===== src/design/stb_pkg.sv =====
// ----------------------------------------------------------------------------
// stb_pkg: shared definitions for the timer bank
// command codes, default sizes and the cell command/status structs
// ----------------------------------------------------------------------------
`default_nettype none

package stb_pkg;

  localparam int NUM_TIMERS_DEF  = 32;
  localparam int COUNT_WIDTH_DEF = 32;
  localparam int FUNC_W          = 3;
  localparam int ID_W            = 5;
  localparam int MASK_W          = 32;

  // command codes
  localparam logic [FUNC_W-1:0] FN_TICK   = 3'd0;
  localparam logic [FUNC_W-1:0] FN_ALLOC  = 3'd1;
  localparam logic [FUNC_W-1:0] FN_START  = 3'd2;
  localparam logic [FUNC_W-1:0] FN_STOP   = 3'd3;
  localparam logic [FUNC_W-1:0] FN_RESUME = 3'd4;
  localparam logic [FUNC_W-1:0] FN_RESET  = 3'd5;
  localparam logic [FUNC_W-1:0] FN_QUERY  = 3'd6;

  // command broadcast to every cell
  typedef struct packed {
    logic              vld;
    logic [FUNC_W-1:0] func;
    logic              mode;
    logic              notify;
  } cmd_t;

  // status returned by each cell
  typedef struct packed {
    logic fire;
    logic zero;
    logic run;
  } cell_sts_t;

endpackage

`default_nettype wire


===== src/design/stb_cell.sv =====
// ----------------------------------------------------------------------------
// stb_cell: one countdown timer of the bank
// holds one timer's state, updates on the sweep token and on addressed commands, passes the token on
// ----------------------------------------------------------------------------
`default_nettype none

module stb_cell #(
  parameter int IDX         = 0,
  parameter int COUNT_WIDTH = stb_pkg::COUNT_WIDTH_DEF
) (
  input  wire logic                   clk,
  input  wire logic                   rst_n,
  input  wire stb_pkg::cmd_t          cmd_i,
  input  wire logic [COUNT_WIDTH-1:0] period_i,
  input  wire logic                   hit_i,
  input  wire logic                   alloc_i,
  input  wire logic                   tok_i,
  output      logic                   tok_o,
  output      stb_pkg::cell_sts_t     sts_o
);
  import stb_pkg::*;

  localparam bit IS_USER = (IDX > 0);
  localparam logic [COUNT_WIDTH-1:0] CNT_ONE = {{(COUNT_WIDTH-1){1'b0}}, 1'b1};

  logic [COUNT_WIDTH-1:0] per_r, per_nxt;
  logic [COUNT_WIDTH-1:0] cnt_r, cnt_nxt;
  logic mode_r, mode_nxt;
  logic run_r, run_nxt;
  logic exp_r, exp_nxt;
  logic ntf_r, ntf_nxt;
  logic tok_r;
  logic fire;

  always_comb begin
    per_nxt  = per_r;
    cnt_nxt  = cnt_r;
    mode_nxt = mode_r;
    run_nxt  = run_r;
    exp_nxt  = exp_r;
    ntf_nxt  = ntf_r;
    fire     = 1'b0;
    if (tok_r && alloc_i) begin
      if (run_r && !exp_r && (cnt_r != '0)) begin
        cnt_nxt = cnt_r - CNT_ONE;
        if (cnt_r == CNT_ONE) begin
          fire    = ntf_r;
          exp_nxt = 1'b1;
          if (!mode_r) run_nxt = 1'b0;
        end
      end else if (run_r && exp_r && mode_r) begin
        cnt_nxt = per_r;
        exp_nxt = 1'b0;
      end
    end else if (cmd_i.vld && hit_i) begin
      case (cmd_i.func)
        FN_START: begin
          per_nxt  = period_i;
          cnt_nxt  = period_i;
          mode_nxt = cmd_i.mode;
          ntf_nxt  = cmd_i.notify;
          run_nxt  = 1'b1;
          exp_nxt  = 1'b0;
        end
        FN_STOP: begin
          if (IS_USER) run_nxt = 1'b0;
        end
        FN_RESUME: begin
          if (IS_USER) run_nxt = 1'b1;
        end
        FN_RESET: begin
          if (IS_USER) begin
            cnt_nxt = per_r;
            exp_nxt = 1'b0;
            run_nxt = 1'b1;
          end
        end
        default: begin
        end
      endcase
    end
  end

  always_ff @(posedge clk) begin
    if (!rst_n) begin
      per_r  <= '0;
      cnt_r  <= '0;
      mode_r <= 1'b0;
      run_r  <= 1'b0;
      exp_r  <= 1'b0;
      ntf_r  <= 1'b0;
      tok_r  <= 1'b0;
    end else begin
      per_r  <= per_nxt;
      cnt_r  <= cnt_nxt;
      mode_r <= mode_nxt;
      run_r  <= run_nxt;
      exp_r  <= exp_nxt;
      ntf_r  <= ntf_nxt;
      tok_r  <= tok_i;
    end
  end

  assign tok_o      = tok_r;
  assign sts_o.fire = fire;
  assign sts_o.zero = (cnt_r == '0);
  assign sts_o.run  = run_r;

endmodule

`default_nettype wire


===== config.mk =====
export PLATFORM = sky130hd
export DESIGN_NAME = stb_cell
export DESIGN_NICKNAME = d
export VERILOG_FILES = /design/src/design/stb_pkg.sv /design/src/design/stb_cell.sv
export SDC_FILE = /design/constraint.sdc
export NUM_CORES = 1
export LEC_CHECK = 0
export BUFFER_PORTS_ARGS = -buffer_cell sky130_fd_sc_hd__buf_2
export CAP_MARGIN = 30
export CORE_MARGIN = 10
export CORE_UTILIZATION = 58
export DETAILED_ROUTE_END_ITERATION = 16
export GPL_ROUTABILITY_DRIVEN = 0
export PLACE_DENSITY = 0.84
export REMOVE_ABC_BUFFERS = 1
export SLEW_MARGIN = 20
export SYNTH_ARGS = -nofsm -noshare
export SYNTH_HDL_FRONTEND = slang
export SYNTH_SLANG_ARGS = --single-unit

===== constraint.sdc =====
create_clock -name clk -period 3.1 [get_ports clk]
set_clock_uncertainty 0.05 [all_clocks]
set_input_delay 0.62 -clock clk [delete_from_list [all_inputs] [get_ports clk]]
set_output_delay 0.62 -clock clk [all_outputs]
set_load 0.05 [all_outputs]

; Word level (Yosys, flattened, before mapping)
; Cells that the tools add are included.
[word_totals]
output_inout_bits = 4
n_memories = 0
word_cells = 51
inputBits = 43
ff_bits = 69
mem_bits_ro = 0
latch_bits = 0
ram_bits = 0
[classes]
n_reduce_logical = 15
shift = 0
eq_ne = 7
n_addsub = 1
multipliers = 0
n_lt_le_gt_ge = 0
bitwise_logic = 1
n_mux = 20
div = 0
[op_table]
columns = op, n
row1 = $mux 32, 5
row2 = $eq 32x1->1 const B, 1
row3 = $logic_not 32->1, 1
row4 = $reduce_bool 32->1, 1
row5 = $sub 32x1->32 const B, 1
row6 = $mux 1, 15
row7 = $logic_and 1x1->1, 6
row8 = $reduce_and 3->1, 2
row9 = $reduce_and 5->1, 1
row10 = $ne 2x1->1 const B, 2
row11 = $reduce_and 4->1, 1
row12 = $reduce_bool 2->1, 2
row13 = $eq 3x2->1 const B, 1
row14 = $ne 3x1->1 const B, 1
row15 = $ne 3x2->1 const B, 1
row16 = $ne 2x2->1 const B, 1
row17 = $logic_not 1->1, 1
row18 = $not 1->1, 1

; Depth between registers and ports, before layout
[logic_depth]
word_depth = 5
ltp_mapped = 9
depth_no_buf = 8

; Worst setup path before layout
; OpenSTA, ideal clock, no wires.
[synth_timing]
path_kind = flip-flop to output port
start = register cnt_r[6]
end = output port sts_o[1] (netlist bit)
setup_slack_ps = 229
stages_incl_launch_ff = 6
t_required_ps = 2430
path_buffers = 2
arrival_time_ps = 2201
cell_sequence = dfxtp_1 buf_6 nor4_1 nand4_1 buf_2 nor3_1
[synth_rtl]
columns = element, line
row1 = "start, declared", stb_cell.sv:27  ; logic [COUNT_WIDTH-1:0] cnt_r, cnt_nxt;
row2 = "start signal, assigned", stb_cell.sv:95  ; cnt_r <= cnt_nxt;
row3 = "end, declared", stb_cell.sv:19  ; output stb_pkg::cell_sts_t sts_o

==> flow_summary.json <==
{
  "fp.dieW_um": 99.14,
  "slew_violations": 0,
  "postLayoutCellArea_sq_mm": 0.004146,
  "die_y_um": 99.14,
  "areaGrowthSynthToFinish_pct": 14.16,
  "gr-total-overflow": 0,
  "rrSetupSlack_ps": 400,
  "grt_max_degree": 46,
  "synth.largest_area_cell": "dfxtp_1",
  "fin_crit_ps": 2972,
  "stdcell_count": 597,
  "ys_async_sr_fraction_pct": 0,
  "crit_type": "reg -> out",
  "vias": 3822,
  "yosysSeqAreaShare_pct": 38.03,
  "grt_pass1_vias": 3629,
  "drc": 0,
  "grt_pass1_wl_um": 17880,
  "viasPerCell": 6.402,
  "met1_usage_pct": 28.67,
  "postCtsSetupBuffers": 0,
  "ant_nets": 0,
  "cts_resized": 0,
  "cts_hold_buf": 0,
  "cp_top_family": "simple AND/OR/NAND/NOR gates",
  "path_depth": 6,
  "netlist_top_cells_area": "dfxtp_1 (38%), nand2_1 (11%), a21oi_1 (5.9%)",
  "ioPinCount": 47,
  "netlist_instances": 479,
  "crit_path_top_delay_cell": "nor4_1",
  "crit_fanout": 13,
  "grt_antenna_before_repair": 0,
  "clockRootBuffer": "clkbuf_8",
  "rsz0062_at_grt": "false",
  "busiest_layer": "met2",
  "p_total_mw": 2.016,
  "cp-end-kind": "primary output",
  "hold_viol_final": 0,
  "ff2ff_path_depth": 8,
  "synth.avg_cell_area_sq_um": 7.583,
  "ir_drop_mv": 0.3235,
  "startpoint_type": "flop",
  "holdPathStages": 2,
  "dr.pass1.iters": 8,
  "diodes": 0,
  "portBuffers": 46,
  "critPathBufInv": 2,
  "synth_cell_types": 56,
  "dp_cells": 581,
  "wl_per_cell_um": 18.00,
  "synth_top_cell_area_share_pct": 38.03,
  "slew_headroom_pct": 56.15,
  "h-tree-depth": 3,
  "final_nets": 563,
  "cts_tree": "done",
  "fmax_mhz": 336.4,
  "crit_required_ps": 2430,
  "fin_util_pct": 69.21,
  "powerDensity_mw_per_mm2": 486.3,
  "finalCritPeriodShare_pct": 95.88,
  "hp-class": "reg -> reg",
  "setup_viol": 0,
  "yosys_warnings": 0,
  "numClockSinks": 69,
  "syn_area_sq_mm": 0.003632,
  "synth-edff-count": 0,
  "core_area_sq_mm": 0.005991,
  "post-dp-hpwl_um": 7227,
  "cellLeakagePower_nw": 1.602,
  "fill_cells": 503,
  "max_stage_delay_ps": 510,
  "worst_ep_arrival_time_ps": 2300,
  "drt_iter0_drc": 419,
  "max-cap-violations": 0,
  "cp_cell_sequence": "nor4_1, nand4_1, buf_4, nor3_1, and2_1, buf_2",
  "ys_ff_latch": 69,
  "status": "completed",
  "use_met2_pct": 33.47,
  "cts_buffer_depth": 2,
  "rows": 28,
  "drive_gt1_share_pct": 17.24,
  "cts_made_buffers": 9,
  "grt_use_total_pct": 21.69,
  "yosys_most_used_dff": "dfxtp_1",
  "worstMarginPinSlew_ps": 653.4,
  "placed_area_sq_mm": 0.003923,
  "start_util_pct": 60.63,
  "die_area_sq_mm": 0.009828,
  "wl_um": 10750,
  "grt_use_met3_pct": 4.498,
  "path_clk_slew_ps": 80,
  "insertion_delay_ps": 350
}
Yosys cell counts (all sizes together) (7+ instances only):
cell type	count
a211oi	7
a21oi	43
buf	14
clkbuf	23
dfxtp	69
nand2	110
nand3	21
nand4	7
nor2	44
nor3	13
nor4	14
o211ai	14
o21ai	7
o31ai	13
worst register-to-register path: stages, from the launching register on:
cell and delay, ps:
dfxtp_1 350, nor4_1 510, nand4_1 160, buf_4 220, o31a_1 490, buf_4 240, or3_1 360, a21oi_1 140
a31o_1 120
final cells by class:
class / instances / area [sq um] / share of cell area, %
clock buffers: 10 / 137.6 / 3.319
multi-input cells: 370 / 2071 / 49.94
well taps: 75 / 93.84 / 2.263
flip-flops and latches: 69 / 1381 / 33.31
inverters: 3 / 11.26 / 0.2716
clock inverters: 6 / 86.33 / 2.082
repair buffers: 64 / 365.4 / 8.811
layout by cell type (no fill, tap or decap), drive strengths merged, types with 13 or more instances in the layout:
cell type,synthesis,layout
a21oi,43,43
nor2,44,44
nand2,110,110
o211ai,14,14
o31ai,13,13
buf,14,64
dfxtp,69,69
nor4,14,14
nand3,21,21
nor3,13,13
power by group:
| group | total (mW) | internal (mW) | leakage, nW | switching (mW) |
|---|---|---|---|---|
| clock | 0.833 | 0.473 | 0.112 | 0.360 |
| sequential | 0.912 | 0.899 | 0.557 | 0.0134 |
| combinational | 0.271 | 0.0942 | 0.932 | 0.177 |
final timing paths:
path,from,endpoint
worst max-delay path,cnt_r[15]$_SDFFE_PN0P_,sts_o[2]
worst min-delay path,ntf_r$_SDFFE_PN0P_,ntf_r$_SDFFE_PN0P_
worst max register to register,cnt_r[15]$_SDFFE_PN0P_,cnt_r[18]$_SDFFE_PN0P_
worst min register to register,ntf_r$_SDFFE_PN0P_,ntf_r$_SDFFE_PN0P_
routing by layer:
layer	wire, um	share of wire (%)
met1	4508	42
met2	4957	46
met3	1052	9.8
met4	226	2.1
met5	0	0
cells by family (layout without fill, tap and decap cells):
logic type               Yosys count  count (layout)  synth area share (%)
AND/OR/NAND/NOR                  238             238                 31.38
AO/OA/AOI/OAI                    119             119                 22.01
adder cells (fa/ha/maj)            3               3                 1.034
multiplexers                       1               1                0.2756
flip-flops                        69              69                 38.03
buffers and inverters             40              83                 5.098
XOR/XNOR                           9               9                 2.170
per-stage QoR:
step	setup slack [ps]	hold WS [ps]	TNS [ps]
2_1_floorplan	-374.4	381.7	-6083
3_3_place_gp	635.3	387.7	0
3_5_place_dp	518.0	395.0	0
4_1_cts	188.1	405.2	0
5_1_grt	97.47	414.5	0
6_report	127.7	404.0	0
flip-flops by register name, indices dropped and copies added, names as in the netlist:
name and cells:
cnt_r 32, ntf_r 1, per_r 32, run_r 1, exp_r 1, mode_r 1, tok_o 1
(Power assumes the default switching activity.)
